### src/design/jer_pkg.sv
`default_nettype none
// ----------------------------------------------------------------------------
// Jet energy resolution package
// Field widths, fixed-point formats and the per-bin tables, all built at
// elaboration from the decimal coefficients and the eta bin edges.
// ----------------------------------------------------------------------------
package jer_pkg;

   // Fixed-point grids of the ports
   localparam int ETA_FRAC_BITS = 12;
   localparam int ET_FRAC_BITS  = 8;

   localparam int ETA_W    = 16;
   localparam int ET_W     = 20;
   localparam int RES_W    = 20;
   localparam int NUM_BINS = 26;
   localparam int BIN_W    = $clog2(NUM_BINS);

   // |eta| edges: 2.5 < 2^2, so two integer bits
   localparam int EDGE_W = ETA_FRAC_BITS + 2;
   localparam int CMP_W  = (ETA_W > EDGE_W) ? ETA_W : EDGE_W;

   // Coefficient formats
   localparam int C_Q     = 24;
   localparam int N_Q     = 20;
   localparam int S_Q     = 24;
   localparam int C_W     = 21;
   localparam int N_W     = 21;
   localparam int S_W     = 26;
   localparam int NN_W    = 2 * N_W;
   localparam int NN_LO_W = N_W;
   localparam int NN_HI_W = NN_W - NN_LO_W;
   localparam int SS_W    = 2 * S_W;

   // Constant term: p = round(c * et / 2^20), squared
   localparam int CM_W  = C_W + ET_W;
   localparam int P_SH  = 20;
   localparam int P_RND = 1 << (P_SH - 1);
   localparam int P_W   = CM_W + 1 - P_SH;
   localparam int TC_W  = 2 * P_W;

   // Noise term: n*n*et split into two partial products
   localparam int MH_W  = NN_HI_W + ET_W;
   localparam int ML_W  = NN_LO_W + ET_W;
   localparam int NNE_W = NN_W + ET_W;
   localparam int TN_SH = 32 - ET_FRAC_BITS;
   localparam int TN_W  = NNE_W - TN_SH;

   // Stochastic term, a per-bin constant
   localparam int TS_SH = 40 - 2 * ET_FRAC_BITS;
   localparam int TS_W  = SS_W - TS_SH + 1;

   localparam int NT_W      = ((TN_W > TS_W) ? TN_W : TS_W) + 1;
   localparam int SUM_RAW_W = ((TC_W > NT_W) ? TC_W : NT_W) + 1;
   localparam int SUM_W     = SUM_RAW_W + (SUM_RAW_W % 2);
   localparam int ROOT_W    = SUM_W / 2;
   localparam int REM_W     = ROOT_W + 2;

   // Final scaling by cosh(bin midpoint), Q16
   localparam int COSH_W  = 20;
   localparam int PROD_W  = ROOT_W + COSH_W;
   localparam int RES_SH  = 20;
   localparam int RES_RND = 1 << (RES_SH - 1);
   localparam int SCL_W   = PROD_W + 1 - RES_SH;

   localparam logic [RES_W-1:0] RES_MAX     = '1;
   localparam logic [RES_W-1:0] RES_OUTSIDE = RES_W'(10 << ET_FRAC_BITS);

   // Bin edges in thousandths of a unit of eta
   localparam int EDGE_MILLI [NUM_BINS+1] = '{
      0, 87, 174, 261, 348, 435, 522, 609, 696, 783, 870, 957, 1044, 1131,
      1218, 1305, 1392, 1479, 1566, 1653, 1740, 1830, 1930, 2043, 2172, 2322, 2500
   };

   // Coefficients as mantissa * 10^-exponent
   localparam int C_MAN [NUM_BINS] = '{
      686, 737, 657, 62, 605, 59, 577, 525, 582, 649, 654, 669, 643,
      645, 637, 695, 748, 624, 283, 316, 229, 518, 217, 365, 202, 527
   };
   localparam int C_EXP [NUM_BINS] = '{
      4, 4, 4, 3, 4, 3, 4, 4, 4, 4, 4, 4, 4,
      4, 4, 4, 4, 4, 4, 4, 9, 11, 9, 9, 9, 9
   };
   localparam int N_MAN [NUM_BINS] = '{
      103, 101, 107, 107, 107, 108, 108, 109, 109, 108, 11, 111, 115,
      116, 119, 121, 12, 123, 125, 121, 12, 114, 109, 109, 109, 112
   };
   localparam int N_EXP [NUM_BINS] = '{
      2, 2, 2, 2, 2, 2, 2, 2, 2, 2, 1, 2, 2,
      2, 2, 2, 1, 2, 2, 2, 1, 2, 2, 2, 2, 2
   };
   localparam int S_MAN [NUM_BINS] = '{
      168, 174, 516, 134, 184, 906, 546, 405, 117, 785, 109, 187, 276,
      104, 108, 575, 515, 228, 479, 5, 171, 17, 208, 163, 168, 178
   };
   localparam int S_EXP [NUM_BINS] = '{
      2, 2, 8, 6, 9, 11, 8, 7, 7, 8, 9, 8, 7,
      8, 9, 8, 10, 7, 9, 5, 7, 1, 2, 2, 2, 2
   };

   typedef struct packed {
      logic             valid;
      logic             in_acc;
      logic [BIN_W-1:0] bin;
   } tag_type;

   typedef struct packed {
      logic [C_W-1:0]  c;
      logic [NN_W-1:0] nn;
      logic [TS_W-1:0] ts;
   } coef_type;

   typedef struct packed {
      logic [RES_W-1:0] energy;
      logic             in_acc;
   } res_type;

   typedef coef_type [NUM_BINS-1:0]               coef_tab_type;
   typedef logic     [NUM_BINS:0][EDGE_W-1:0]     edge_tab_type;
   typedef logic     [NUM_BINS-1:0][COSH_W-1:0]   cosh_tab_type;

   // quotient by shift and subtract, for the table builders
   function automatic longint unsigned div_u64(longint unsigned num,
                                               longint unsigned den);
      longint unsigned q;
      longint unsigned r;
      q = 0;
      r = 0;
      for (int i = 63; i >= 0; i--) begin
         r = (r << 1) | ((num >> i) & 64'd1);
         if (r >= den) begin
            r = r - den;
            q = q | (64'd1 << i);
         end
      end
      return q;
   endfunction

   function automatic longint unsigned pow_ten(int k);
      longint unsigned p;
      p = 1;
      for (int i = 0; i < k; i++) p = p * 10;
      return p;
   endfunction

   // round(m * 10^-k * 2^q), half up
   function automatic longint unsigned dec_fixed(int m, int k, int q);
      longint unsigned p;
      longint unsigned mm;
      p  = pow_ten(k);
      mm = longint'(m);
      return div_u64((mm << q) + (p >> 1), p);
   endfunction

   // cosh(sum_milli / 2000) as a Taylor series in Q28, rounded to Q16
   function automatic longint unsigned cosh_q16(int sum_milli);
      longint unsigned x;
      longint unsigned x2;
      longint unsigned term;
      longint unsigned acc;
      longint unsigned sm;
      longint unsigned j;
      sm   = longint'(sum_milli);
      x    = div_u64((sm << 28) + 1000, 2000);
      x2   = (x * x + (64'd1 << 27)) >> 28;
      term = 64'd1 << 28;
      acc  = term;
      for (j = 1; j <= 15; j++) begin
         term = div_u64((term * x2) >> 28, (2 * j - 1) * (2 * j));
         acc  = acc + term;
      end
      return (acc + 2048) >> 12;
   endfunction

   function automatic edge_tab_type build_edges();
      edge_tab_type    t;
      longint unsigned v;
      for (int i = 0; i <= NUM_BINS; i++) begin
         v    = longint'(EDGE_MILLI[i]);
         t[i] = EDGE_W'(div_u64((v << ETA_FRAC_BITS) + 500, 1000));
      end
      return t;
   endfunction

   function automatic coef_tab_type build_coefs();
      coef_tab_type    t;
      longint unsigned c;
      longint unsigned n;
      longint unsigned s;
      for (int i = 0; i < NUM_BINS; i++) begin
         c       = dec_fixed(C_MAN[i], C_EXP[i], C_Q);
         n       = dec_fixed(N_MAN[i], N_EXP[i], N_Q);
         s       = dec_fixed(S_MAN[i], S_EXP[i], S_Q);
         t[i].c  = C_W'(c);
         t[i].nn = NN_W'(n * n);
         t[i].ts = TS_W'((s * s + (64'd1 << (TS_SH - 1))) >> TS_SH);
      end
      return t;
   endfunction

   function automatic cosh_tab_type build_cosh();
      cosh_tab_type t;
      for (int i = 0; i < NUM_BINS; i++) begin
         t[i] = COSH_W'(cosh_q16(EDGE_MILLI[i] + EDGE_MILLI[i+1]));
      end
      return t;
   endfunction

   localparam edge_tab_type EDGE_TAB = build_edges();
   localparam coef_tab_type COEF_TAB = build_coefs();
   localparam cosh_tab_type COSH_TAB = build_cosh();

endpackage
`default_nettype wire

### src/design/jer_isqrt.sv
`default_nettype none
// ----------------------------------------------------------------------------
// Pipelined integer square root
// Floor square root, one result bit per stage, restoring digit recurrence.
// ----------------------------------------------------------------------------
module jer_isqrt import jer_pkg::*; (
   input  logic               clock,
   input  logic               reset,
   input  logic               adv,
   input  tag_type            tag_i,
   input  logic [SUM_W-1:0]   rad_i,
   output tag_type            tag_o,
   output logic [ROOT_W-1:0]  root_o
);

   logic [REM_W-1:0]   rem_ff  [ROOT_W];
   logic [ROOT_W-1:0]  root_ff [ROOT_W];
   logic [SUM_W-1:0]   rad_ff  [ROOT_W];
   tag_type            tag_ff  [ROOT_W];

   for (genvar k = 0; k < ROOT_W; k++) begin : g_stage
      logic [REM_W-1:0]   rem_prev;
      logic [ROOT_W-1:0]  root_prev;
      logic [SUM_W-1:0]   rad_prev;
      tag_type            tag_prev;
      logic [REM_W-1:0]   rem_sh;
      logic [REM_W-1:0]   trial;
      logic [REM_W-1:0]   rem_in;
      logic [ROOT_W-1:0]  root_in;

      if (k == 0) begin : g_first
         assign rem_prev  = '0;
         assign root_prev = '0;
         assign rad_prev  = rad_i;
         assign tag_prev  = tag_i;
      end else begin : g_next
         assign rem_prev  = rem_ff[k-1];
         assign root_prev = root_ff[k-1];
         assign rad_prev  = rad_ff[k-1];
         assign tag_prev  = tag_ff[k-1];
      end

      // remainder is at most 2*root, so its top two bits are free
      always_comb begin
         rem_sh = {rem_prev[REM_W-3:0], rad_prev[SUM_W-1 -: 2]};
         trial  = {root_prev, 2'b01};
         if (rem_sh >= trial) begin
            rem_in  = rem_sh - trial;
            root_in = {root_prev[ROOT_W-2:0], 1'b1};
         end else begin
            rem_in  = rem_sh;
            root_in = {root_prev[ROOT_W-2:0], 1'b0};
         end
      end

      always_ff @(posedge clock) begin
         if (reset) begin
            tag_ff[k] <= '0;
         end else if (adv) begin
            tag_ff[k] <= tag_prev;
         end
      end

      always_ff @(posedge clock) begin
         if (adv) begin
            rem_ff[k]  <= rem_in;
            root_ff[k] <= root_in;
            rad_ff[k]  <= {rad_prev[SUM_W-3:0], 2'b00};
         end
      end
   end

   assign tag_o  = tag_ff[ROOT_W-1];
   assign root_o = root_ff[ROOT_W-1];

endmodule
`default_nettype wire

### config.mk
export PLATFORM = sky130hd
export DESIGN_NAME = jer_isqrt
export DESIGN_NICKNAME = d
export VERILOG_FILES = /design/src/design/jer_pkg.sv /design/src/design/jer_isqrt.sv
export SDC_FILE = /design/constraint.sdc
export NUM_CORES = 2
export LEC_CHECK = 0
export ABC_CLOCK_PERIOD_IN_PS = 2950
export BUFFER_PORTS_ARGS = -buffer_cell sky130_fd_sc_hd__buf_2
export CAP_MARGIN = 20
export CORE_MARGIN = 2
export CORE_UTILIZATION = 57
export DETAILED_ROUTE_END_ITERATION = 6
export PLACE_DENSITY = 0.85
export SETUP_SLACK_MARGIN = 0.05
export SLEW_MARGIN = 20
export SYNTH_ARGS = -nofsm -noshare
export SYNTH_HDL_FRONTEND = slang
export SYNTH_SLANG_ARGS = --single-unit
### constraint.sdc
create_clock -name clock -period 2.95 [get_ports clock]
set_input_delay 0.295 -clock clock [delete_from_list [all_inputs] [get_ports clock]]
set_output_delay 0.295 -clock clock [all_outputs]
set_load 0.02 [all_outputs]
# ---- Yosys cells after proc, flatten, opt, wreduce, memory -nomap -nowiden
# Memories as Yosys holds them, arrays and structs flattened.
# Cells that the tools add are included.
dict set report totals {
  mem_bits_rw 2277
  mem_count 4
  regBits 0
  out_inout_bits 30
  input_bits 56
}
# name depth word_bits rd rd_clocked_by_memory_dff wr line_no
set mem_list {}
lappend mem_list {rad_ff 23 44 22 0 23 jer_isqrt.sv:18} ;# logic [SUM_W-1:0] rad_ff [ROOT_W];
lappend mem_list {rem_ff 23 25 22 0 23 jer_isqrt.sv:16} ;# logic [REM_W-1:0] rem_ff [ROOT_W];
lappend mem_list {root_ff 23 23 23 0 23 jer_isqrt.sv:17} ;# logic [ROOT_W-1:0] root_ff [ROOT_W];
lappend mem_list {tag_ff 23 7 23 0 23 jer_isqrt.sv:19} ;# tag_type tag_ff [ROOT_W];
dict set report classes {
  n_bitwise 23
  n_addsub 23
  mux 75
  magnitude_cmp 23
}
# cell n
set op_table {}
lappend op_table {{$mux 25} 23}
lappend op_table {{$ge 25x25->1} 22}
lappend op_table {{$sub 25x25->25} 22}
lappend op_table {{$mux 7} 23}
lappend op_table {{$mux 1} 29}
lappend op_table {{$or 1x1->1} 23}
lappend op_table {{$sub 2x1->3 const B} 1}
lappend op_table {{$ge 2x1->1 const B} 1}

# ---- Logic depth before layout (Yosys ltp)
dict set report depth {
  depth_word 4
  mapped_depth 13
  mapped_depth_nobuf 12
}

# ---- Least setup slack after synthesis
# OpenSTA, ideal clock, no wires.
dict set report synth_timing {
  path_type {register -> register}
  from {memory rem_ff[0][110] in the netlist's numbering}
  to {memory rem_ff[0][141] in the netlist's numbering (data pin)}
  arrival_ps 2924
  setup_slack_ps -234
  setup_time_ps 261
  period_less_slack_ps 3184
  required_ps 2689
  path_stages_with_launch 11
  cell_sequence {edfxtp_1 > or4_1 > or3_4 > or4_1 > or3_4 > nor3_2 > nand3_2 > nor4bb_1 > buf_2 > nor2b_1 > xor2_1}
}
# element line_no
set synth_lines {}
lappend synth_lines {{start, declared} jer_isqrt.sv:16}

==> impl_metrics.tcl <==
set metrics [dict create \
    cts.path.max_buffers 3 \
    yosys-top-cells-count "edfxtp_1 (1421), inv_1 (371), ha_1 (300)" \
    syn2layout_area_growth_pct 19.9 \
    ant_nets 0 \
    diodes 0 \
    clkTransAtPathRegs_ns 0.06 \
    fin_area_um2 76000 \
    rsz0062_at_grt "yes" \
    yosysTopAreaCell "edfxtp_1" \
    ys.flop_type "edfxtp_1" \
    drive_gt1_share_pct 19.4 \
    critPathMaxFanout 4 \
    coreArea_um2 111000 \
    start_kind "register" \
    drc_errors 0 \
    die_h_um 337 \
    synth.most_common_cell "edfxtp_1" \
    synth_edf_count 1421 \
    first_pass_iters 6 \
    start_util_pct 57.3 \
    cts_num_sinks 1421 \
    violations "negative setup slack" \
    clk-insertion-delay-late_ns 0.76 \
    core.rowCount 122 \
    fin_worst_skew_ns 0.0350 \
    syn_area_per_cell_um2 13.7 \
    end_kind "register" \
    synthArstFlopShare_pct 0 \
    grt_pass1_vias 37600 \
    gp_congestion 0.919 \
    cts_buffers 146 \
    rr_worst_depth 10 \
    p_per_area_nw_per_um2 756 \
    fin_nets 5560 \
    htreeDepth 4 \
    setup_viol 121 \
    dpl_cell_area_um2 67400 \
    grt_pass1_wl_mm 190 \
    worst_slack_ns -0.259 \
    hold_end "rad_ff[0][26]" \
    hold_class "input pin to register" \
    ys_types 73 \
    slew_headroom_pct 41.2 \
    leakage_uw 0.0298 \
    synthesis.instances 4639 \
    fp.dieW_um 337 \
    cts_root_buf "clkbuf_16" \
    post-synth-top-area-fraction_pct 67.4 \
    tritoncts "built" \
    crit_type "register to register" \
    ys_seq_area_share_pct 67.4 \
    hold_depth 2 \
    timing.rr.start "rem_ff[0][110]" \
    r2r_slack_ns -0.26 \
    fp.dieArea_um2 114000 \
    worstMarginPinSlew_ns 0.881 \
    io_pins 86 \
    maxCapViolCount 0 \
    via_per_inst 5.74 \
    overflow 0 \
    timing.final.crit_share_pct 109 \
    wl_per_cell_um 19.0 \
    placed_cells 6355 \
    syn-num-nets 4995 \
    critPathArrivalTime_ns 3.71 \
    io_buffers 85 \
    wl_mm 129 \
    grt_util_all_layers_pct 20.9 \
    vdd_ir_drop_max_mv 0.618 \
    synth.area.top_cells "edfxtp_1 (67%), ha_1 (5.9%), xnor2_1 (3.1%)" \
    rr_endpoint "rem_ff[0][147]" \
    hold_violations 0 \
    min_period_ns 3.21 \
    syn_area_um2 63300 \
    slew_violations 0 \
    min_from "rad_i[26]" \
    crit_required_ns 3.45 \
    fmax_ghz 0.312 \
    dp_hpwl_mm 74.9 \
    grt_max_degree 162 \
    status "complete, but fails checks" \
    layoutNonFillerInstCount 6813 \
    vias 39100 \
    yosys_warnings 0 \
    antenna_found_initial 0 \
    drt-initial-drc-count 3693 \
    synth_seq_cells 1421 \
]
==> cell families after synthesis <==
logic type | share of synthesized area (%)
flip-flops | 67.4
AND/OR/NAND/NOR | 9.72
AO/OA/AOI/OAI | 8.10
buffers and inverters | 2.68
XOR/XNOR | 5.35
adder cells (fa/ha/maj) | 5.93
multiplexers | 0.853
other | 0.00592
==> worst max path at each step <==
stage,start,end,slack [ns]
after floorplan,rem_ff[0][110],rem_ff[0][141],-0.20
after global placement,rem_ff[0][100],rem_ff[0][138],-0.03
after detailed placement,rem_ff[0][100],rem_ff[0][138],-0.17
after CTS,rem_ff[0][110],rem_ff[0][147],-0.14
after global routing,rem_ff[0][110],rem_ff[0][141],-0.33
final,rem_ff[0][110],rem_ff[0][147],-0.26
==> state kept, by name, indices dropped and copies added (netlist names) <==
signal   cells
rad_ff     506
rem_ff     478
root_ff    276
tag_ff     161
==> worst max-delay path, cell delays in order (launching register included) <==
cell	delay, ns
edfxtp_1	0.40
or4_4	0.56
or3_4	0.35
or4_4	0.43
or3_4	0.37
nor3_4	0.17
nand3_2	0.14
nor4bb_4	0.22
buf_6	0.18
nand2_2	0.07
xnor2_1	0.06
==> layer usage <==
layer	vias up	track usage, %	wire [µm]
met1	19000	25.9	50500
li1	18200	-	-
met3	403	3.06	7150
met5	-	0	0
met2	1537	36.7	66200
met4	0	8.60	5510
==> layout make-up <==
class / instances / area [µm²]
clock inverter: 91 / 917
sequential: 1421 / 42700
timing repair buffer: 496 / 4220
multi-input combinational: 2768 / 21000
fill: 6852 / 34500
clock buffer: 178 / 3900
tap: 1488 / 1860
inverter: 371 / 1400
==> power breakdown <==
group          switching [µW]  internal [µW]
Combinational            6560           5630
Clock                    7630          10900
Sequential               1490          25300
==> placed cells by master, fill, tap and decap left out, types with 20 or more instances in the layout <==
| master | instances |
|---|---|
| edfxtp_1 | 1421 |
| inv_1 | 364 |
| buf_4 | 292 |
| ha_1 | 272 |
| nand2_1 | 236 |
| a21oi_1 | 232 |
| xnor2_1 | 212 |
| nor2_1 | 208 |
| and2_1 | 169 |
| xor2_1 | 165 |
| clkbuf_16 | 159 |
| o21ai_0 | 154 |
| a21o_1 | 112 |
| nor3_1 | 90 |
| buf_2 | 85 |
| nand2b_1 | 66 |
| dlygate4sd3_1 | 55 |
| o21a_1 | 49 |
| nand3_1 | 49 |
| o21ai_2 | 41 |
| nor2b_1 | 40 |
| nand4_1 | 38 |
| a21oi_2 | 35 |
| nor4_1 | 33 |
| mux2_2 | 30 |
| clkinv_1 | 30 |
| clkinv_2 | 29 |
| buf_6 | 28 |
| and3_1 | 26 |
| nor2_4 | 26 |
| clkbuf_1 | 26 |
| o21ai_1 | 25 |
| or3_1 | 23 |
| ha_4 | 23 |
| buf_12 | 23 |
| o21bai_1 | 21 |
| nand2_2 | 20 |
==> stage by stage <==
step	util [%]	power (µW)	hold slack, ns	worst slack [ns]	TNS, ns
2_1_floorplan	-	33500	0.394	-0.205	-0.633
3_3_place_gp	61.0	36300	0.401	-0.0324	-0.259
5_1_grt	68.7	59800	0.228	-0.326	-19.77
4_1_cts	66.7	55800	0.194	-0.136	-1.36
6_report	68.7	57500	0.249	-0.259	-10.01
3_5_place_dp	61.0	36800	0.405	-0.174	-4.72
==> what timing repair did <==
action | CTS | global route
endpoints found under the hold margin | 90 | 0
gates resized for setup | 133 | 359
endpoints found under the setup margin | 202 | 334
gates cloned | 4 | 11
setup buffers | 35 | 88
hold buffers | 55 | 0
pin swaps | 40 | 133
Note: power is estimated with default switching activity, not from simulation.
