`src/design/jer_pkg.sv`:
```
`default_nettype none
// ----------------------------------------------------------------------------
// Jet energy resolution package
// Field widths, fixed-point formats and the per-bin tables, all built at
// elaboration from the decimal coefficients and the eta bin edges.
// ----------------------------------------------------------------------------
package jer_pkg;

   // Fixed-point grids of the ports
   localparam int ETA_FRAC_BITS = 12;
   localparam int ET_FRAC_BITS  = 8;

   localparam int ETA_W    = 16;
   localparam int ET_W     = 20;
   localparam int RES_W    = 20;
   localparam int NUM_BINS = 26;
   localparam int BIN_W    = $clog2(NUM_BINS);

   // |eta| edges: 2.5 < 2^2, so two integer bits
   localparam int EDGE_W = ETA_FRAC_BITS + 2;
   localparam int CMP_W  = (ETA_W > EDGE_W) ? ETA_W : EDGE_W;

   // Coefficient formats
   localparam int C_Q     = 24;
   localparam int N_Q     = 20;
   localparam int S_Q     = 24;
   localparam int C_W     = 21;
   localparam int N_W     = 21;
   localparam int S_W     = 26;
   localparam int NN_W    = 2 * N_W;
   localparam int NN_LO_W = N_W;
   localparam int NN_HI_W = NN_W - NN_LO_W;
   localparam int SS_W    = 2 * S_W;

   // Constant term: p = round(c * et / 2^20), squared
   localparam int CM_W  = C_W + ET_W;
   localparam int P_SH  = 20;
   localparam int P_RND = 1 << (P_SH - 1);
   localparam int P_W   = CM_W + 1 - P_SH;
   localparam int TC_W  = 2 * P_W;

   // Noise term: n*n*et split into two partial products
   localparam int MH_W  = NN_HI_W + ET_W;
   localparam int ML_W  = NN_LO_W + ET_W;
   localparam int NNE_W = NN_W + ET_W;
   localparam int TN_SH = 32 - ET_FRAC_BITS;
   localparam int TN_W  = NNE_W - TN_SH;

   // Stochastic term, a per-bin constant
   localparam int TS_SH = 40 - 2 * ET_FRAC_BITS;
   localparam int TS_W  = SS_W - TS_SH + 1;

   localparam int NT_W      = ((TN_W > TS_W) ? TN_W : TS_W) + 1;
   localparam int SUM_RAW_W = ((TC_W > NT_W) ? TC_W : NT_W) + 1;
   localparam int SUM_W     = SUM_RAW_W + (SUM_RAW_W % 2);
   localparam int ROOT_W    = SUM_W / 2;
   localparam int REM_W     = ROOT_W + 2;

   // Final scaling by cosh(bin midpoint), Q16
   localparam int COSH_W  = 20;
   localparam int PROD_W  = ROOT_W + COSH_W;
   localparam int RES_SH  = 20;
   localparam int RES_RND = 1 << (RES_SH - 1);
   localparam int SCL_W   = PROD_W + 1 - RES_SH;

   localparam logic [RES_W-1:0] RES_MAX     = '1;
   localparam logic [RES_W-1:0] RES_OUTSIDE = RES_W'(10 << ET_FRAC_BITS);

   // Bin edges in thousandths of a unit of eta
   localparam int EDGE_MILLI [NUM_BINS+1] = '{
      0, 87, 174, 261, 348, 435, 522, 609, 696, 783, 870, 957, 1044, 1131,
      1218, 1305, 1392, 1479, 1566, 1653, 1740, 1830, 1930, 2043, 2172, 2322, 2500
   };

   // Coefficients as mantissa * 10^-exponent
   localparam int C_MAN [NUM_BINS] = '{
      686, 737, 657, 62, 605, 59, 577, 525, 582, 649, 654, 669, 643,
      645, 637, 695, 748, 624, 283, 316, 229, 518, 217, 365, 202, 527
   };
   localparam int C_EXP [NUM_BINS] = '{
      4, 4, 4, 3, 4, 3, 4, 4, 4, 4, 4, 4, 4,
      4, 4, 4, 4, 4, 4, 4, 9, 11, 9, 9, 9, 9
   };
   localparam int N_MAN [NUM_BINS] = '{
      103, 101, 107, 107, 107, 108, 108, 109, 109, 108, 11, 111, 115,
      116, 119, 121, 12, 123, 125, 121, 12, 114, 109, 109, 109, 112
   };
   localparam int N_EXP [NUM_BINS] = '{
      2, 2, 2, 2, 2, 2, 2, 2, 2, 2, 1, 2, 2,
      2, 2, 2, 1, 2, 2, 2, 1, 2, 2, 2, 2, 2
   };
   localparam int S_MAN [NUM_BINS] = '{
      168, 174, 516, 134, 184, 906, 546, 405, 117, 785, 109, 187, 276,
      104, 108, 575, 515, 228, 479, 5, 171, 17, 208, 163, 168, 178
   };
   localparam int S_EXP [NUM_BINS] = '{
      2, 2, 8, 6, 9, 11, 8, 7, 7, 8, 9, 8, 7,
      8, 9, 8, 10, 7, 9, 5, 7, 1, 2, 2, 2, 2
   };

   typedef struct packed {
      logic             valid;
      logic             in_acc;
      logic [BIN_W-1:0] bin;
   } tag_type;

   typedef struct packed {
      logic [C_W-1:0]  c;
      logic [NN_W-1:0] nn;
      logic [TS_W-1:0] ts;
   } coef_type;

   typedef struct packed {
      logic [RES_W-1:0] energy;
      logic             in_acc;
   } res_type;

   typedef coef_type [NUM_BINS-1:0]               coef_tab_type;
   typedef logic     [NUM_BINS:0][EDGE_W-1:0]     edge_tab_type;
   typedef logic     [NUM_BINS-1:0][COSH_W-1:0]   cosh_tab_type;

   // quotient by shift and subtract, for the table builders
   function automatic longint unsigned div_u64(longint unsigned num,
                                               longint unsigned den);
      longint unsigned q;
      longint unsigned r;
      q = 0;
      r = 0;
      for (int i = 63; i >= 0; i--) begin
         r = (r << 1) | ((num >> i) & 64'd1);
         if (r >= den) begin
            r = r - den;
            q = q | (64'd1 << i);
         end
      end
      return q;
   endfunction

   function automatic longint unsigned pow_ten(int k);
      longint unsigned p;
      p = 1;
      for (int i = 0; i < k; i++) p = p * 10;
      return p;
   endfunction

   // round(m * 10^-k * 2^q), half up
   function automatic longint unsigned dec_fixed(int m, int k, int q);
      longint unsigned p;
      longint unsigned mm;
      p  = pow_ten(k);
      mm = longint'(m);
      return div_u64((mm << q) + (p >> 1), p);
   endfunction

   // cosh(sum_milli / 2000) as a Taylor series in Q28, rounded to Q16
   function automatic longint unsigned cosh_q16(int sum_milli);
      longint unsigned x;
      longint unsigned x2;
      longint unsigned term;
      longint unsigned acc;
      longint unsigned sm;
      longint unsigned j;
      sm   = longint'(sum_milli);
      x    = div_u64((sm << 28) + 1000, 2000);
      x2   = (x * x + (64'd1 << 27)) >> 28;
      term = 64'd1 << 28;
      acc  = term;
      for (j = 1; j <= 15; j++) begin
         term = div_u64((term * x2) >> 28, (2 * j - 1) * (2 * j));
         acc  = acc + term;
      end
      return (acc + 2048) >> 12;
   endfunction

   function automatic edge_tab_type build_edges();
      edge_tab_type    t;
      longint unsigned v;
      for (int i = 0; i <= NUM_BINS; i++) begin
         v    = longint'(EDGE_MILLI[i]);
         t[i] = EDGE_W'(div_u64((v << ETA_FRAC_BITS) + 500, 1000));
      end
      return t;
   endfunction

   function automatic coef_tab_type build_coefs();
      coef_tab_type    t;
      longint unsigned c;
      longint unsigned n;
      longint unsigned s;
      for (int i = 0; i < NUM_BINS; i++) begin
         c       = dec_fixed(C_MAN[i], C_EXP[i], C_Q);
         n       = dec_fixed(N_MAN[i], N_EXP[i], N_Q);
         s       = dec_fixed(S_MAN[i], S_EXP[i], S_Q);
         t[i].c  = C_W'(c);
         t[i].nn = NN_W'(n * n);
         t[i].ts = TS_W'((s * s + (64'd1 << (TS_SH - 1))) >> TS_SH);
      end
      return t;
   endfunction

   function automatic cosh_tab_type build_cosh();
      cosh_tab_type t;
      for (int i = 0; i < NUM_BINS; i++) begin
         t[i] = COSH_W'(cosh_q16(EDGE_MILLI[i] + EDGE_MILLI[i+1]));
      end
      return t;
   endfunction

   localparam edge_tab_type EDGE_TAB = build_edges();
   localparam coef_tab_type COEF_TAB = build_coefs();
   localparam cosh_tab_type COSH_TAB = build_cosh();

endpackage
`default_nettype wire

```
`src/design/jer_quad_sum.sv`:
```
`default_nettype none
// ----------------------------------------------------------------------------
// Quadrature sum
// c^2*et^2 + n^2*et + s^2 in four stages: products, rounding, square, add.
// ----------------------------------------------------------------------------
module jer_quad_sum import jer_pkg::*; (
   input  logic              clock,
   input  logic              reset,
   input  logic              adv,
   input  tag_type           tag_i,
   input  logic [ET_W-1:0]   et_i,
   input  coef_type          coef_i,
   output tag_type           tag_o,
   output logic [SUM_W-1:0]  sum_o
);

   tag_type            tag1_ff, tag2_ff, tag3_ff, tag4_ff;

   logic [CM_W-1:0]    cm_in, cm_ff;
   logic [MH_W-1:0]    mh_in, mh_ff;
   logic [ML_W-1:0]    ml_in, ml_ff;
   logic [TS_W-1:0]    ts1_ff, ts2_ff;

   logic [CM_W:0]      cm_rnd;
   logic [NNE_W-1:0]   nne;
   logic [P_W-1:0]     p_ff;
   logic [TN_W-1:0]    tn_ff;

   logic [TC_W-1:0]    tc_in, tc_ff;
   logic [NT_W-1:0]    nt_in, nt_ff;

   logic [SUM_W-1:0]   sum_in, sum_ff;

   always_comb begin
      // stage 1: c*et, and n*n*et as high and low partial products
      cm_in = CM_W'(coef_i.c) * CM_W'(et_i);
      mh_in = MH_W'(coef_i.nn[NN_W-1 -: NN_HI_W]) * MH_W'(et_i);
      ml_in = ML_W'(coef_i.nn[NN_LO_W-1:0]) * ML_W'(et_i);

      // stage 2: round both
      cm_rnd = {1'b0, cm_ff} + (CM_W+1)'(P_RND);
      nne    = {mh_ff, {NN_LO_W{1'b0}}} + NNE_W'(ml_ff) + (NNE_W'(1) << (TN_SH - 1));

      // stage 3 and 4
      tc_in  = TC_W'(p_ff) * TC_W'(p_ff);
      nt_in  = NT_W'(tn_ff) + NT_W'(ts2_ff);
      sum_in = SUM_W'(tc_ff) + SUM_W'(nt_ff);
   end

   always_ff @(posedge clock) begin
      if (reset) begin
         tag1_ff <= '0;
         tag2_ff <= '0;
         tag3_ff <= '0;
         tag4_ff <= '0;
      end else if (adv) begin
         tag1_ff <= tag_i;
         tag2_ff <= tag1_ff;
         tag3_ff <= tag2_ff;
         tag4_ff <= tag3_ff;
      end
   end

   always_ff @(posedge clock) begin
      if (adv) begin
         cm_ff  <= cm_in;
         mh_ff  <= mh_in;
         ml_ff  <= ml_in;
         ts1_ff <= coef_i.ts;
         p_ff   <= cm_rnd[CM_W -: P_W];
         tn_ff  <= nne[NNE_W-1 -: TN_W];
         ts2_ff <= ts1_ff;
         tc_ff  <= tc_in;
         nt_ff  <= nt_in;
         sum_ff <= sum_in;
      end
   end

   assign tag_o = tag4_ff;
   assign sum_o = sum_ff;

endmodule
`default_nettype wire

```
`config.mk`:
```
export PLATFORM = sky130hd
export DESIGN_NAME = jer_quad_sum
export DESIGN_NICKNAME = d
export VERILOG_FILES = /design/src/design/jer_pkg.sv /design/src/design/jer_quad_sum.sv
export SDC_FILE = /design/constraint.sdc
export NUM_CORES = 2
export LEC_CHECK = 0
export BUFFER_PORTS_ARGS = -buffer_cell sky130_fd_sc_hd__buf_2
export CAP_MARGIN = 10
export CORE_ASPECT_RATIO = 1.5
export CORE_MARGIN = 10
export CORE_UTILIZATION = 50
export DETAILED_ROUTE_END_ITERATION = 7
export PLACE_DENSITY = 0.66
export SKIP_LAST_GASP = 1
export SLEW_MARGIN = 25
export SYNTH_ARGS = -nofsm -noshare
export SYNTH_HDL_FRONTEND = slang
export SYNTH_SLANG_ARGS = --single-unit
```
`constraint.sdc`:
```
create_clock -name clock -period 10.9 [get_ports clock]
set_input_delay 1.635 -clock clock [delete_from_list [all_inputs] [get_ports clock]]
set_output_delay 1.635 -clock clock [all_outputs]
set_load 0.005 [all_outputs]
```
* After elaboration in Yosys (flattened, before gate mapping) *
Cells that the tools add are included.

cells by class
  $add $sub $neg = 5
  multipliers = 4

operator list
  cell                                                               number
  21-bit by 20-bit multiplier with 41-bit output                     3
  62-bit by 24-bit adder with 62-bit output (second input constant)  1
  62-bit by 41-bit adder with 62-bit output                          1
  44-bit by 39-bit adder with 45-bit output                          1
  22-bit by 22-bit multiplier with 44-bit output                     1
  41-bit by 20-bit adder with 42-bit output (second input constant)  1
  38-bit by 29-bit adder with 39-bit output                          1

storage, ports and cells
  output and inout bits = 53
  bits in registers = 398
  input bits = 122
  word-level logic and storage cells = 31

* Logic depth before layout (Yosys ltp) *
  depth in word-level cells = 2
  gate-level depth with buffers = 30
  mapped depth without buffers = 27

* Least setup slack after synthesis *
OpenSTA, ideal clock, no wires.

  path kind = input to register
  from = input port et_i[11]
  to = register mh_ff[40], data pin
  arrival time = 8.267 ns
  buffers on the path = 3
  library setup time = 0.258 ns
  required time = 10.642 ns
  slack = 2.376 ns
  stages on the path = 27
  cells stage by stage = clkbuf_1 > clkbuf_1 > nand2_1 > fa_1 > inv_1 > fa_1 > inv_1 > fa_1 > inv_1 > fa_1 > fa_1 > fa_1 > inv_1 > fa_1 > inv_1 > ha_1 > clkbuf_1 > and4_1 > and4_1 > a22oi_2 > a31oi_4 > o41ai_4 > a41oi_1 > and4_4 > a2111oi_4 > a21oi_2 > xnor2_1

on the way
  longest elaborated chain between the ends = 1

RTL lines
  element                                         RTL line            source
  start, declared                                 jer_quad_sum.sv:11  input logic [ET_W-1:0] et_i,
  21-bit by 20-bit multiplier with 41-bit output  jer_quad_sum.sv:37  mh_in = MH_W'(coef_i.nn[NN_W-1 -: NN_HI_W]) * MH_W'(et_i);
  via mh_in[40]                                   jer_quad_sum.sv:20  logic [MH_W-1:0] mh_in, mh_ff;
  end signal, assigned                            jer_quad_sum.sv:67  mh_ff <= mh_in;
  end, declared                                   jer_quad_sum.sv:20

The timed path passes the listed nets, and every way through them passes these cells.
A chain may end at the register's enable or synchronous reset.

* Final worst setup path *
  from = input port et_i[6]
  to = register mh_ff[40], data pin

The elaborated chain is that of the path after synthesis.

==> results.json <==
{
  "totalWireLength_um": 174000,
  "routedWlPerCell_um": 19.3,
  "area_growth_syn_to_layout_pct": 5.32,
  "ys.flop_type": "edfxtp_1",
  "root_buffer": "clkbuf_16",
  "final_common_cell": "inv_1",
  "drtAntennaViolNets": 0,
  "async_flop_share": 0,
  "ios": 175,
  "drc": 0,
  "initial_utilization": 0.502,
  "setup_violations": 0,
  "syn_inst": 7181,
  "ys_ff_latch": 356,
  "clkSinkCount": 356,
  "setup_tns_ns": 0,
  "final_nets": 9321,
  "synth_xor_area_frac": 0.0322,
  "vias": 48180,
  "grt_pass1_wl_um": 283000,
  "first_global_vias": 53363,
  "synthMuxAreaShare": 0.00417,
  "cts_made_buffers": 37,
  "synth-seq-area-share": 0.149,
  "min_period_ns": 9.12,
  "worstMarginPinSlew_ns": 1.08,
  "cp-end-kind": "register",
  "grtUsageMet1": 0.269,
  "nFillCells": 12642,
  "rows": 168,
  "cp_common_cell": "fa_1",
  "worstPathArrival_ns": 9.43,
  "die_y_um": 478,
  "initialDrtViolationCount": 2634,
  "crit_required_ns": 11.21,
  "synth_edf_count": 328,
  "hold_viol_final": 0,
  "globalRouteMet2Util": 0.417,
  "grt_usage": 0.227,
  "antenna_found_initial": 22,
  "drive_above_1_share": 0.0446,
  "worst_path_largest_cell_delay_ns": 0.76,
  "grt_busiest_layer": "met2",
  "status": "finished, final reports clean",
  "synthSimpleGateAreaFrac": 0.142,
  "postCtsSetupBuffers": 0,
  "synth_compound_area_frac": 0.0527,
  "met3_usage": 0.0293,
  "drv_cap": 0,
  "path_class": "in2reg",
  "ff2ff_setup_slack_ns": 2.21,
  "fmax_ghz": 0.110,
  "hpwl_um": 139000,
  "die-area_um2": 155000,
  "worstHoldPathType": "reg2reg",
  "htreeDepth": 2,
  "fp.coreArea_um2": 139000,
  "cts_resized": 0,
  "final.period_utilization": 0.837,
  "cp.buffers_inverters": 6,
  "dr.pass1.iters": 7,
  "clockBufferDepth": 3,
  "maxSlewViolCount": 0,
  "grt_max_degree": 88,
  "clkSlewWorstSetupHoldPaths_ns": 0.06,
  "syn_area_um2": 69900,
  "start_kind": "input port",
  "gp_congestion": 0.894,
  "critPathMaxFanout": 42,
  "relSlewSlack": 0.270,
  "cts_hold_buf": 0,
  "critical_path.top_delay_family": "adder cells",
  "synth_area_per_cell_um2": 9.74,
  "port_buffers": 173,
  "ys_types": 77,
  "synth_nets": 9378,
  "cts_tree": "yes",
  "timing.hold.ws_ns": 0.422,
  "viasPerCell": 5.34,
  "yosysWarningCount": 0,
  "clock_skew_ns": 0.0311,
  "clock_latency_ns": 0.58,
  "cp_slowest_cell": "buf_2",
  "synth_top_family_by_area": "adder cells",
  "overflow": 0,
  "rsz0062_at_grt": "false",
  "layout_common_cells": "inv_1 (1585), fa_1 (1355), nand2_1 (828)",
  "synth_fa_ha_area_frac": 0.517,
  "dieWidth_um": 325
}
-- area by class of cell --
| cell class | count | area, um2 | area share |
|---|---|---|---|
| sequential | 356 | 10400 | 0.141 |
| clock inverter | 27 | 317 | 0.00430 |
| antenna | 4 | 10.0 | 0.000136 |
| tap | 1870 | 2340 | 0.0318 |
| clock buffer | 39 | 933 | 0.0127 |
| timing repair buffer | 230 | 1350 | 0.0183 |
| inverter | 1585 | 5950 | 0.0808 |
| multi-input combinational | 4914 | 52300 | 0.711 |
-- worst paths after layout --
check | start | cells past startpoint | to
worst max-delay path | et_i[6] | 26 | mh_ff[40]$_DFFE_PP_
worst min-delay path | ts1_ff[9]$_DFFE_PP_ | 0 | ts2_ff[9]$_DFFE_PP_
worst max register to register | p_ff[8]$_DFFE_PP_ | 23 | tc_ff[40]$_DFFE_PP_
worst min register to register | ts1_ff[9]$_DFFE_PP_ | 0 | ts2_ff[9]$_DFFE_PP_
-- metal layers --
layer,share of wire,wire [um]
met1,0.39,67300
met2,0.52,89800
met3,0.056,9770
met4,0.039,6770
met5,0.0012,207
-- cell usage after synthesis (6+ instances only) --
master     count  area [um2]
a2111oi_0      7        61.3
a211o_1        9        78.8
a211oi_1      18         135
a21boi_0       6        45.0
a21o_1       102         766
a21oi_1      170         851
a31o_2        12         105
a31oi_1       19         119
a41oi_1        8        70.1
and2_1       754        4720
and3_1        30         188
and4_1        11        96.3
clkbuf_1     321        1200
dfxtp_1       28         561
edfxtp_1     328        9850
fa_1        1355       27100
ha_1         720        9010
inv_1       1585        5950
mux2i_1       28         280
nand2_1      828        3110
nand2b_1      30         188
nand3_1       59         295
nand4_1       24         150
nor2_1       166         623
nor2b_1       38         238
nor3_1        27         135
o211ai_1       6        45.0
o21a_1        23         173
o21ai_0       87         435
o21ai_1        6        30.0
o21bai_1      19         143
o311ai_0       6        52.6
o31ai_1        7        52.6
xnor2_1      173        1520
xor2_1        84         736
-- flip-flops by register name, summed over array words and instances, names as in the netlist, 20 cells and up --
name,flops
cm_ff,22
mh_ff,41
ml_ff,20
nt_ff,39
p_ff,22
sum_o,45
tc_ff,43
tn_ff,38
ts1_ff,29
ts2_ff,29
-- worst register-to-register path: cells and delay by family (launching register included) --
kind / cells / cell delay (ns)
AOI/OAI and AO/OA: 6 / 1.83
adders and majority gates: 8 / 3.95
buffers and inverters: 4 / 0.68
DFF: 1 / 0.80
and+or+nand+nor: 5 / 1.20
-- stage by stage --
| step | cells | area, um2 | util | worst slack (ns) |
|---|---|---|---|---|
| after global routing | 9021 | 73600 | 0.528 | 1.49 |
| final | 9025 | 73600 | 0.528 | 1.78 |
| after floorplan | 7181 | 69900 | - | 2.38 |
| after global placement | 8954 | 72300 | 0.519 | 1.36 |
| after detailed placement | 8954 | 72300 | 0.519 | 1.26 |
| after CTS | 9020 | 73600 | 0.528 | 1.87 |
-- logic make-up (layout without fill, tap and decap cells) --
family                     count (synthesis)  count (layout)
buffers and inverters                   1911            1881
and+or+nand+nor                         1996            1996
DFF                                      356             356
adders and majority gates               2076            2076
xor gates and xnor gates                 257             257
other                                      1               5
AOI/OAI and AO/OA                        555             555
muxes                                     29              29
Power is left out: the tool's default activity adds up to more than one toggle a clock period on the data nets, which glitch-free logic cannot reach.
