[src/design/jer_pkg.sv]
`default_nettype none
// ----------------------------------------------------------------------------
// Jet energy resolution package
// Field widths, fixed-point formats and the per-bin tables, all built at
// elaboration from the decimal coefficients and the eta bin edges.
// ----------------------------------------------------------------------------
package jer_pkg;

   // Fixed-point grids of the ports
   localparam int ETA_FRAC_BITS = 12;
   localparam int ET_FRAC_BITS  = 8;

   localparam int ETA_W    = 16;
   localparam int ET_W     = 20;
   localparam int RES_W    = 20;
   localparam int NUM_BINS = 26;
   localparam int BIN_W    = $clog2(NUM_BINS);

   // |eta| edges: 2.5 < 2^2, so two integer bits
   localparam int EDGE_W = ETA_FRAC_BITS + 2;
   localparam int CMP_W  = (ETA_W > EDGE_W) ? ETA_W : EDGE_W;

   // Coefficient formats
   localparam int C_Q     = 24;
   localparam int N_Q     = 20;
   localparam int S_Q     = 24;
   localparam int C_W     = 21;
   localparam int N_W     = 21;
   localparam int S_W     = 26;
   localparam int NN_W    = 2 * N_W;
   localparam int NN_LO_W = N_W;
   localparam int NN_HI_W = NN_W - NN_LO_W;
   localparam int SS_W    = 2 * S_W;

   // Constant term: p = round(c * et / 2^20), squared
   localparam int CM_W  = C_W + ET_W;
   localparam int P_SH  = 20;
   localparam int P_RND = 1 << (P_SH - 1);
   localparam int P_W   = CM_W + 1 - P_SH;
   localparam int TC_W  = 2 * P_W;

   // Noise term: n*n*et split into two partial products
   localparam int MH_W  = NN_HI_W + ET_W;
   localparam int ML_W  = NN_LO_W + ET_W;
   localparam int NNE_W = NN_W + ET_W;
   localparam int TN_SH = 32 - ET_FRAC_BITS;
   localparam int TN_W  = NNE_W - TN_SH;

   // Stochastic term, a per-bin constant
   localparam int TS_SH = 40 - 2 * ET_FRAC_BITS;
   localparam int TS_W  = SS_W - TS_SH + 1;

   localparam int NT_W      = ((TN_W > TS_W) ? TN_W : TS_W) + 1;
   localparam int SUM_RAW_W = ((TC_W > NT_W) ? TC_W : NT_W) + 1;
   localparam int SUM_W     = SUM_RAW_W + (SUM_RAW_W % 2);
   localparam int ROOT_W    = SUM_W / 2;
   localparam int REM_W     = ROOT_W + 2;

   // Final scaling by cosh(bin midpoint), Q16
   localparam int COSH_W  = 20;
   localparam int PROD_W  = ROOT_W + COSH_W;
   localparam int RES_SH  = 20;
   localparam int RES_RND = 1 << (RES_SH - 1);
   localparam int SCL_W   = PROD_W + 1 - RES_SH;

   localparam logic [RES_W-1:0] RES_MAX     = '1;
   localparam logic [RES_W-1:0] RES_OUTSIDE = RES_W'(10 << ET_FRAC_BITS);

   // Bin edges in thousandths of a unit of eta
   localparam int EDGE_MILLI [NUM_BINS+1] = '{
      0, 87, 174, 261, 348, 435, 522, 609, 696, 783, 870, 957, 1044, 1131,
      1218, 1305, 1392, 1479, 1566, 1653, 1740, 1830, 1930, 2043, 2172, 2322, 2500
   };

   // Coefficients as mantissa * 10^-exponent
   localparam int C_MAN [NUM_BINS] = '{
      686, 737, 657, 62, 605, 59, 577, 525, 582, 649, 654, 669, 643,
      645, 637, 695, 748, 624, 283, 316, 229, 518, 217, 365, 202, 527
   };
   localparam int C_EXP [NUM_BINS] = '{
      4, 4, 4, 3, 4, 3, 4, 4, 4, 4, 4, 4, 4,
      4, 4, 4, 4, 4, 4, 4, 9, 11, 9, 9, 9, 9
   };
   localparam int N_MAN [NUM_BINS] = '{
      103, 101, 107, 107, 107, 108, 108, 109, 109, 108, 11, 111, 115,
      116, 119, 121, 12, 123, 125, 121, 12, 114, 109, 109, 109, 112
   };
   localparam int N_EXP [NUM_BINS] = '{
      2, 2, 2, 2, 2, 2, 2, 2, 2, 2, 1, 2, 2,
      2, 2, 2, 1, 2, 2, 2, 1, 2, 2, 2, 2, 2
   };
   localparam int S_MAN [NUM_BINS] = '{
      168, 174, 516, 134, 184, 906, 546, 405, 117, 785, 109, 187, 276,
      104, 108, 575, 515, 228, 479, 5, 171, 17, 208, 163, 168, 178
   };
   localparam int S_EXP [NUM_BINS] = '{
      2, 2, 8, 6, 9, 11, 8, 7, 7, 8, 9, 8, 7,
      8, 9, 8, 10, 7, 9, 5, 7, 1, 2, 2, 2, 2
   };

   typedef struct packed {
      logic             valid;
      logic             in_acc;
      logic [BIN_W-1:0] bin;
   } tag_type;

   typedef struct packed {
      logic [C_W-1:0]  c;
      logic [NN_W-1:0] nn;
      logic [TS_W-1:0] ts;
   } coef_type;

   typedef struct packed {
      logic [RES_W-1:0] energy;
      logic             in_acc;
   } res_type;

   typedef coef_type [NUM_BINS-1:0]               coef_tab_type;
   typedef logic     [NUM_BINS:0][EDGE_W-1:0]     edge_tab_type;
   typedef logic     [NUM_BINS-1:0][COSH_W-1:0]   cosh_tab_type;

   // quotient by shift and subtract, for the table builders
   function automatic longint unsigned div_u64(longint unsigned num,
                                               longint unsigned den);
      longint unsigned q;
      longint unsigned r;
      q = 0;
      r = 0;
      for (int i = 63; i >= 0; i--) begin
         r = (r << 1) | ((num >> i) & 64'd1);
         if (r >= den) begin
            r = r - den;
            q = q | (64'd1 << i);
         end
      end
      return q;
   endfunction

   function automatic longint unsigned pow_ten(int k);
      longint unsigned p;
      p = 1;
      for (int i = 0; i < k; i++) p = p * 10;
      return p;
   endfunction

   // round(m * 10^-k * 2^q), half up
   function automatic longint unsigned dec_fixed(int m, int k, int q);
      longint unsigned p;
      longint unsigned mm;
      p  = pow_ten(k);
      mm = longint'(m);
      return div_u64((mm << q) + (p >> 1), p);
   endfunction

   // cosh(sum_milli / 2000) as a Taylor series in Q28, rounded to Q16
   function automatic longint unsigned cosh_q16(int sum_milli);
      longint unsigned x;
      longint unsigned x2;
      longint unsigned term;
      longint unsigned acc;
      longint unsigned sm;
      longint unsigned j;
      sm   = longint'(sum_milli);
      x    = div_u64((sm << 28) + 1000, 2000);
      x2   = (x * x + (64'd1 << 27)) >> 28;
      term = 64'd1 << 28;
      acc  = term;
      for (j = 1; j <= 15; j++) begin
         term = div_u64((term * x2) >> 28, (2 * j - 1) * (2 * j));
         acc  = acc + term;
      end
      return (acc + 2048) >> 12;
   endfunction

   function automatic edge_tab_type build_edges();
      edge_tab_type    t;
      longint unsigned v;
      for (int i = 0; i <= NUM_BINS; i++) begin
         v    = longint'(EDGE_MILLI[i]);
         t[i] = EDGE_W'(div_u64((v << ETA_FRAC_BITS) + 500, 1000));
      end
      return t;
   endfunction

   function automatic coef_tab_type build_coefs();
      coef_tab_type    t;
      longint unsigned c;
      longint unsigned n;
      longint unsigned s;
      for (int i = 0; i < NUM_BINS; i++) begin
         c       = dec_fixed(C_MAN[i], C_EXP[i], C_Q);
         n       = dec_fixed(N_MAN[i], N_EXP[i], N_Q);
         s       = dec_fixed(S_MAN[i], S_EXP[i], S_Q);
         t[i].c  = C_W'(c);
         t[i].nn = NN_W'(n * n);
         t[i].ts = TS_W'((s * s + (64'd1 << (TS_SH - 1))) >> TS_SH);
      end
      return t;
   endfunction

   function automatic cosh_tab_type build_cosh();
      cosh_tab_type t;
      for (int i = 0; i < NUM_BINS; i++) begin
         t[i] = COSH_W'(cosh_q16(EDGE_MILLI[i] + EDGE_MILLI[i+1]));
      end
      return t;
   endfunction

   localparam edge_tab_type EDGE_TAB = build_edges();
   localparam coef_tab_type COEF_TAB = build_coefs();
   localparam cosh_tab_type COSH_TAB = build_cosh();

endpackage
`default_nettype wire

[src/design/jer_scale.sv]
`default_nettype none
// ----------------------------------------------------------------------------
// Resolution scaling
// Multiplies the root by the bin's cosh factor, rounds, saturates, and
// substitutes the fixed value outside the acceptance.
// ----------------------------------------------------------------------------
module jer_scale import jer_pkg::*; (
   input  logic               clock,
   input  logic               reset,
   input  logic               adv,
   input  tag_type            tag_i,
   input  logic [ROOT_W-1:0]  root_i,
   output logic               valid_o,
   output res_type            res_o
);

   tag_type             tag1_ff, tag2_ff;
   logic [ROOT_W-1:0]   root1_ff;
   logic [COSH_W-1:0]   cosh1_ff;
   logic [PROD_W-1:0]   prod_in, prod_ff;
   logic [PROD_W:0]     prod_rnd;
   logic [SCL_W-1:0]    scaled;
   res_type             res_in, res_ff;
   logic                valid3_ff;

   always_comb begin
      prod_in  = PROD_W'(root1_ff) * PROD_W'(cosh1_ff);
      prod_rnd = {1'b0, prod_ff} + (PROD_W+1)'(RES_RND);
      scaled   = prod_rnd[PROD_W -: SCL_W];

      res_in.in_acc = tag2_ff.in_acc;
      if (!tag2_ff.in_acc) begin
         res_in.energy = RES_OUTSIDE;
      end else if (scaled > SCL_W'(RES_MAX)) begin
         res_in.energy = RES_MAX;
      end else begin
         res_in.energy = scaled[RES_W-1:0];
      end
   end

   always_ff @(posedge clock) begin
      if (reset) begin
         tag1_ff   <= '0;
         tag2_ff   <= '0;
         valid3_ff <= 1'b0;
      end else if (adv) begin
         tag1_ff   <= tag_i;
         tag2_ff   <= tag1_ff;
         valid3_ff <= tag2_ff.valid;
      end
   end

   always_ff @(posedge clock) begin
      if (adv) begin
         root1_ff <= root_i;
         cosh1_ff <= COSH_TAB[tag_i.bin];
         prod_ff  <= prod_in;
         res_ff   <= res_in;
      end
   end

   assign valid_o = valid3_ff;
   assign res_o   = res_ff;

endmodule
`default_nettype wire

[config.mk]
export PLATFORM = sky130hd
export DESIGN_NAME = jer_scale
export DESIGN_NICKNAME = d
export VERILOG_FILES = /design/src/design/jer_pkg.sv /design/src/design/jer_scale.sv
export SDC_FILE = /design/constraint.sdc
export NUM_CORES = 1
export LEC_CHECK = 0
export BUFFER_PORTS_ARGS = -buffer_cell sky130_fd_sc_hd__buf_2
export CAP_MARGIN = 20
export CORE_AREA = 2 2 195 197
export CTS_CLUSTER_SIZE = 28
export DETAILED_ROUTE_END_ITERATION = 8
export DIE_AREA = 0 0 197 199
export PLACE_DENSITY = 0.73
export SLEW_MARGIN = 20
export SYNTH_ARGS = -nofsm -noshare
export SYNTH_HDL_FRONTEND = slang
export SYNTH_SLANG_ARGS = --single-unit
[constraint.sdc]
create_clock -name clock -period 9.8 [get_ports clock]
set_input_delay 0.49 -clock clock [delete_from_list [all_inputs] [get_ports clock]]
set_output_delay 0.49 -clock clock [all_outputs]
set_load 0.02 [all_outputs]
Word-level counts from Yosys, hierarchy flattened

Memories as Yosys holds them, arrays and structs flattened. A register that Yosys moved wholly into a read port is not among the register bits.
Cells that the tools add are included.

Bits in registers: 92
Bits in latches: 0
Bits in writable memories: 0
Bits in read-only memories: 640
Bits of input ports: 33
Output and inout port bits: 22
Logic and storage cells: 17
Memories: 1

Memories:

| memory           | depth | width | rd ports | clocked after Yosys merged registers in | write ports | RTL line        | text |
|---|---|---|---|---|---|---|---|
| (name not given) | 32    | 20    | 1        | 1                                       | 0           | jer_scale.sv:56 | `cosh1_ff <= COSH_TAB[tag_i.bin];` |

Add/subtract/negate cells: 1
Multiply operators: 1
Div/mod/pow operators: 0
Magnitude comparators: 1
Equality and inequality tests: 0
Shifts and indexed selects: 0
Mux-type cells: 1
Bitwise operators: 1
Reduce and logical (&&, ||, !) cells: 1

Operator list:

| kind                                                                              | number |
|---|---|
| 43-bit by 20-bit adder with 44-bit output, second input constant                  | 1 |
| 23-bit by 20-bit multiplier with 43-bit output                                    | 1 |
| 24-bit by 20-bit greater-than comparator with 1-bit output, second input constant | 1 |
| 20-bit 2-to-1 mux                                                                 | 1 |
| 2-bit OR reduction                                                                | 1 |
| 1-bit inverter                                                                    | 1 |

Longest topological paths before layout

Word-level depth: 3
Mapped depth: 28
Gate-level depth less buffers: 26

Least setup slack after synthesis

No wires, ideal clock.

Kind: register to register
Start: register root1_ff[7]
End: register prod_ff[36], data pin
Setup time: 0.259 ns
Arrival time: 6.354 ns
Data required time: 9.541 ns
Path slack: 3.187 ns
Stages on the path, launching flop included: 25
Path buffers: 1
Period minus slack after synthesis: 6.613 ns
Cell sequence: edfxtp_1 > clkbuf_1 > and2_1 > fa_1 > inv_1 > fa_1 > fa_1 > fa_1 > inv_1 > fa_1 > fa_1 > inv_1 > fa_1 > inv_1 > ha_1 > a21oi_1 > o21ai_0 > a31oi_1 > nor2_1 > nor4_1 > o21ai_0 > a21oi_1 > o21ai_0 > a21oi_1 > xnor2_1

Longest elaborated chain between the ends: 1

Ends and longest elaborated chain:

| element                                        | RTL line        | text |
|---|---|---|
| start: declaration                             | jer_scale.sv:18 | `logic [ROOT_W-1:0] root1_ff;` |
| start signal: assignment                       | jer_scale.sv:55 | `root1_ff <= root_i;` |
| 23-bit by 20-bit multiplier with 43-bit output | jer_scale.sv:27 | `prod_in = PROD_W'(root1_ff) * PROD_W'(cosh1_ff);` |
| via prod_in[36]                                | jer_scale.sv:20 | `logic [PROD_W-1:0] prod_in, prod_ff;` |
| end signal: assignment                         | jer_scale.sv:57 | `prod_ff <= prod_in;` |
| end: declaration                               | jer_scale.sv:20 |  |

The timed path passes the listed nets, and every way through them passes these cells.
A chain may end at the register's enable or synchronous reset.

Worst setup path after layout

Start: register cosh1_ff[5]
End: register prod_ff[36], data pin

Longest elaborated chain between the ends: 1

Ends and longest elaborated chain:

| element                                        | RTL line        | text |
|---|---|---|
| start: declaration                             | jer_scale.sv:19 | `logic [COSH_W-1:0] cosh1_ff;` |
| 23-bit by 20-bit multiplier with 43-bit output | jer_scale.sv:27 |  |
| via prod_in[36]                                | jer_scale.sv:20 |  |

The timed path passes the listed nets, and every way through them passes these cells.

==> reports/results.tsv <==
stage	metric	value	unit
sta	rsz0062_at_grt	no	
synth	synth_compound_area_frac	0.0547	
synth	synthAdderAreaFrac	0.512	
route	drt_iter0_drc	847	
setup_path	worstPathRequired	9.93	ns
cells_and_area	fill_cells	3325	
placement	hpwl	33100	µm
sta	min_period	7.97	ns
sta	fin_crit_sh	0.814	
placement	port_buffers	54	
clock_tree	cts_root_buffer	clkbuf_16	
synth	syn_area	18300	µm²
synth	synth.top_cells.by_count	inv_1 (414), fa_1 (353), nand2_1 (245)	
clock_tree	postCtsSetupBuffers	0	
global_routing	grt_pass1_wl	69100	µm
cells_and_area	num_antenna_cells	0	
sta	setup_viol	0	
synth	yosysWarnings	0	
sta	relSlewSlack	0.336	
clock_tree	cts_tree	done	
synth	synth_top_family_by_area	adder cells	
synth	synth_xor_area_frac	0.0192	
setup_path	reg2regPathDepth	23	
worst_hold_path	hold_path_class	in -> reg	
route	antenna_left	0	
sta	slew_violations	0	
route	drc_errors	0	
cells_and_area	fin_nets	2469	
sta	worst_pin_slew	0.996	ns
synth	synthDominantCellAreaShare	0.387	
route	via_count	12600	
worst_hold_path	holdPathEnd	root1_ff[1]$_DFFE_PP_	
clock_tree	ctsResizeCount	0	
setup_path	path_class	reg -> reg	
global_routing	antenna_found_initial	1	
synth	synthMuxAreaShare	0.00493	
route	dr.pass1.iters	5	
global_routing	grt_pass1_vias	13600	
floorplan	fp.dieH	199	µm
setup_path	r2r_end	prod_ff[36]$_DFFE_PP_	
route	wl_per_cell	17.5	µm
synth	synth-simple-area-share	0.158	
route	vias_per_cell	5.31	
synth	synthCells	1909	
sta	hold_violations	0	
clock_tree	htree_num_levels	3	
synth	synth_edf_count	87	
synth	synthArstFlopShare	0	
setup_path	timing.rr.start	cosh1_ff[5]$_DFFE_PP_	
setup_path	endpoint_kind	flip-flop	
floorplan	die-width	197	µm
sta	skew	0.00786	ns
clock_tree	cts_sinks	92	
setup_path	cp_common_cell	fa_1	
clock_tree	clk_pin_slew	0.07	ns
floorplan	core	37100	µm²
global_routing	grt.total_usage	0.227	
synth	synth_cell_types	49	
synth	synth_top_flop_cell	edfxtp_1	
floorplan	dieArea	39200	µm²
setup_path	cp_data_arrival_time	8.10	ns
setup_path	crit_chain	and2_1, fa_1, inv_1, fa_1, fa_1, fa_1, inv_1, fa_1, fa_1, inv_1, fa_1, inv_1, ha_1, a21oi_1, o21ai_0, a31oi_1, nor2_1, nor4_1, o21ai_0, a21oi_1, o21ai_0, a21oi_1, xnor2_1	
cells_and_area	drive_gt1_frac	0.0435	
floorplan	pin_count	55	
placement	place.gp.congestion	0.877	
worst_hold_path	worstHoldStart	root_i[1]	
floorplan	placementRows	71	
setup_path	cp_slowest_stage_delay	0.79	ns
sta	setup-tns-final	0	ns
sta	fmax	125	MHz
synth	ys_ff_latch	92	
clock_tree	clock_latency	0.38	ns
setup_path	crit_fanout	23	
route	drt_wl_total	41700	µm
global_routing	grt_max_degree	51	
clock_tree	postCtsHoldBufs	0	
job	drv_cap	0	
setup_path	r2r_slack	1.83	ns
synth	ys_seq_area_frac	0.149	
global_routing	gr-total-overflow	0	
clock_tree	numCtsBuffers	9	
setup_path	critPathLaunchType	flip-flop	
synth	synth.largest_area_cell	fa_1	
synth	synth_fp_nets	2477	
synth	synthTopCellsByArea	fa_1 (39%), edfxtp_1 (14%), ha_1 (12%)	
cells_and_area	area_delta_synth_final	5.17	%
clock_tree	max-clock-path-buffers	2	
synth	synth_most_common_cell	inv_1	
synth	synth_area_per_cell	9.57	µm²
run_status	status	finished, final reports clean	
worst_hold_path	hold_depth	1	
floorplan	initial_core_util	0.492	
setup_path	crit_slowest_cell	nor4_1	
-- logic make-up (layout without fill, tap and decap cells) --
family	after synthesis	count (layout)
buf+inv	499	496
simple gates	577	577
mux	9	9
flops	92	92
fa+ha+maj	535	535
xor+xnor	40	40
compound gates	157	157
-- worst max-delay path by stage --
stage                      startpoint  slack [ns]               endpoint  cells past startpoint
3_5_place_dp    cosh1_ff[5]$_DFFE_PP_        1.91  prod_ff[36]$_DFFE_PP_                     23
2_1_floorplan   root1_ff[7]$_DFFE_PP_        3.19  prod_ff[36]$_DFFE_PP_                     24
6_report        cosh1_ff[5]$_DFFE_PP_        1.83  prod_ff[36]$_DFFE_PP_                     23
5_1_grt         cosh1_ff[2]$_DFFE_PP_        1.36  prod_ff[36]$_DFFE_PP_                     24
4_1_cts         cosh1_ff[6]$_DFFE_PP_        1.91  prod_ff[36]$_DFFE_PP_                     23
3_3_place_gp   root1_ff[14]$_DFFE_PP_        2.03  prod_ff[36]$_DFFE_PP_                     23
-- metal layers --
metal	routed length (µm)	global-route usage	up-vias
met5	0	0	-
met4	1100	0.0730	0
met3	1630	0.0290	71
met2	21100	0.395	303
met1	17800	0.295	6479
li1	-	-	5779
-- placed cells by master (no fill, tap or decap), types with 9 or more instances in the layout --
cell       instances
nand3_1           16
buf_4             11
edfxtp_1          87
nand2_1          245
ha_1             182
a21boi_0          17
nor2_1            37
fa_1             353
a21oi_1           46
and2_1           236
buf_2             53
and3_1             9
inv_1            414
clkbuf_16         11
xor2_1            22
xnor2_1           18
mux2i_1            9
o21ai_0           33
a21o_1            15
a211oi_1          10
-- layout make-up --
cell class / instances / area [µm²] / share of cell area
inverters: 416 / 1560 / 0.0813
well taps: 474 / 593 / 0.0309
repair buffers: 64 / 348 / 0.0181
multi-input cells: 1318 / 13700 / 0.712
clock inverters: 3 / 26.3 / 0.00137
clock buffers: 13 / 283 / 0.0147
flip-flops and latches: 92 / 2710 / 0.141
-- critical path, delay by kind of cell (launching register included) --
kind / cells / cell delay [ns]
adder cells (fa/ha/maj): 8 / 3.83
AO/OA/AOI/OAI: 7 / 1.63
AND/OR/NAND/NOR: 3 / 1.24
flip-flops: 1 / 0.74
buffers and inverters: 4 / 0.20
XOR/XNOR: 1 / 0.08
-- state kept, by name (all words and copies together), names as in the netlist --
name      count
cosh1_ff     19
prod_ff      24
res_in        1
res_o        21
root1_ff     23
tag1_ff       2
tag2_ff       1
valid_o       1
-- through the flow --
stage | hold slack [ns] | setup WS (ns) | area, µm² | cells | utilization
3_3_place_gp | 0.473 | 2.03 | 18900 | 2363 | 0.509
5_1_grt | 0.274 | 1.36 | 19200 | 2380 | 0.517
2_1_floorplan | 0.442 | 3.19 | 18300 | 1909 | -
3_5_place_dp | 0.487 | 1.91 | 18900 | 2363 | 0.509
4_1_cts | 0.263 | 1.91 | 19200 | 2379 | 0.517
6_report | 0.287 | 1.83 | 19200 | 2380 | 0.517
Power is not shown: default switching activity piles up to over one toggle a cycle in this logic, so the estimate is an artifact.
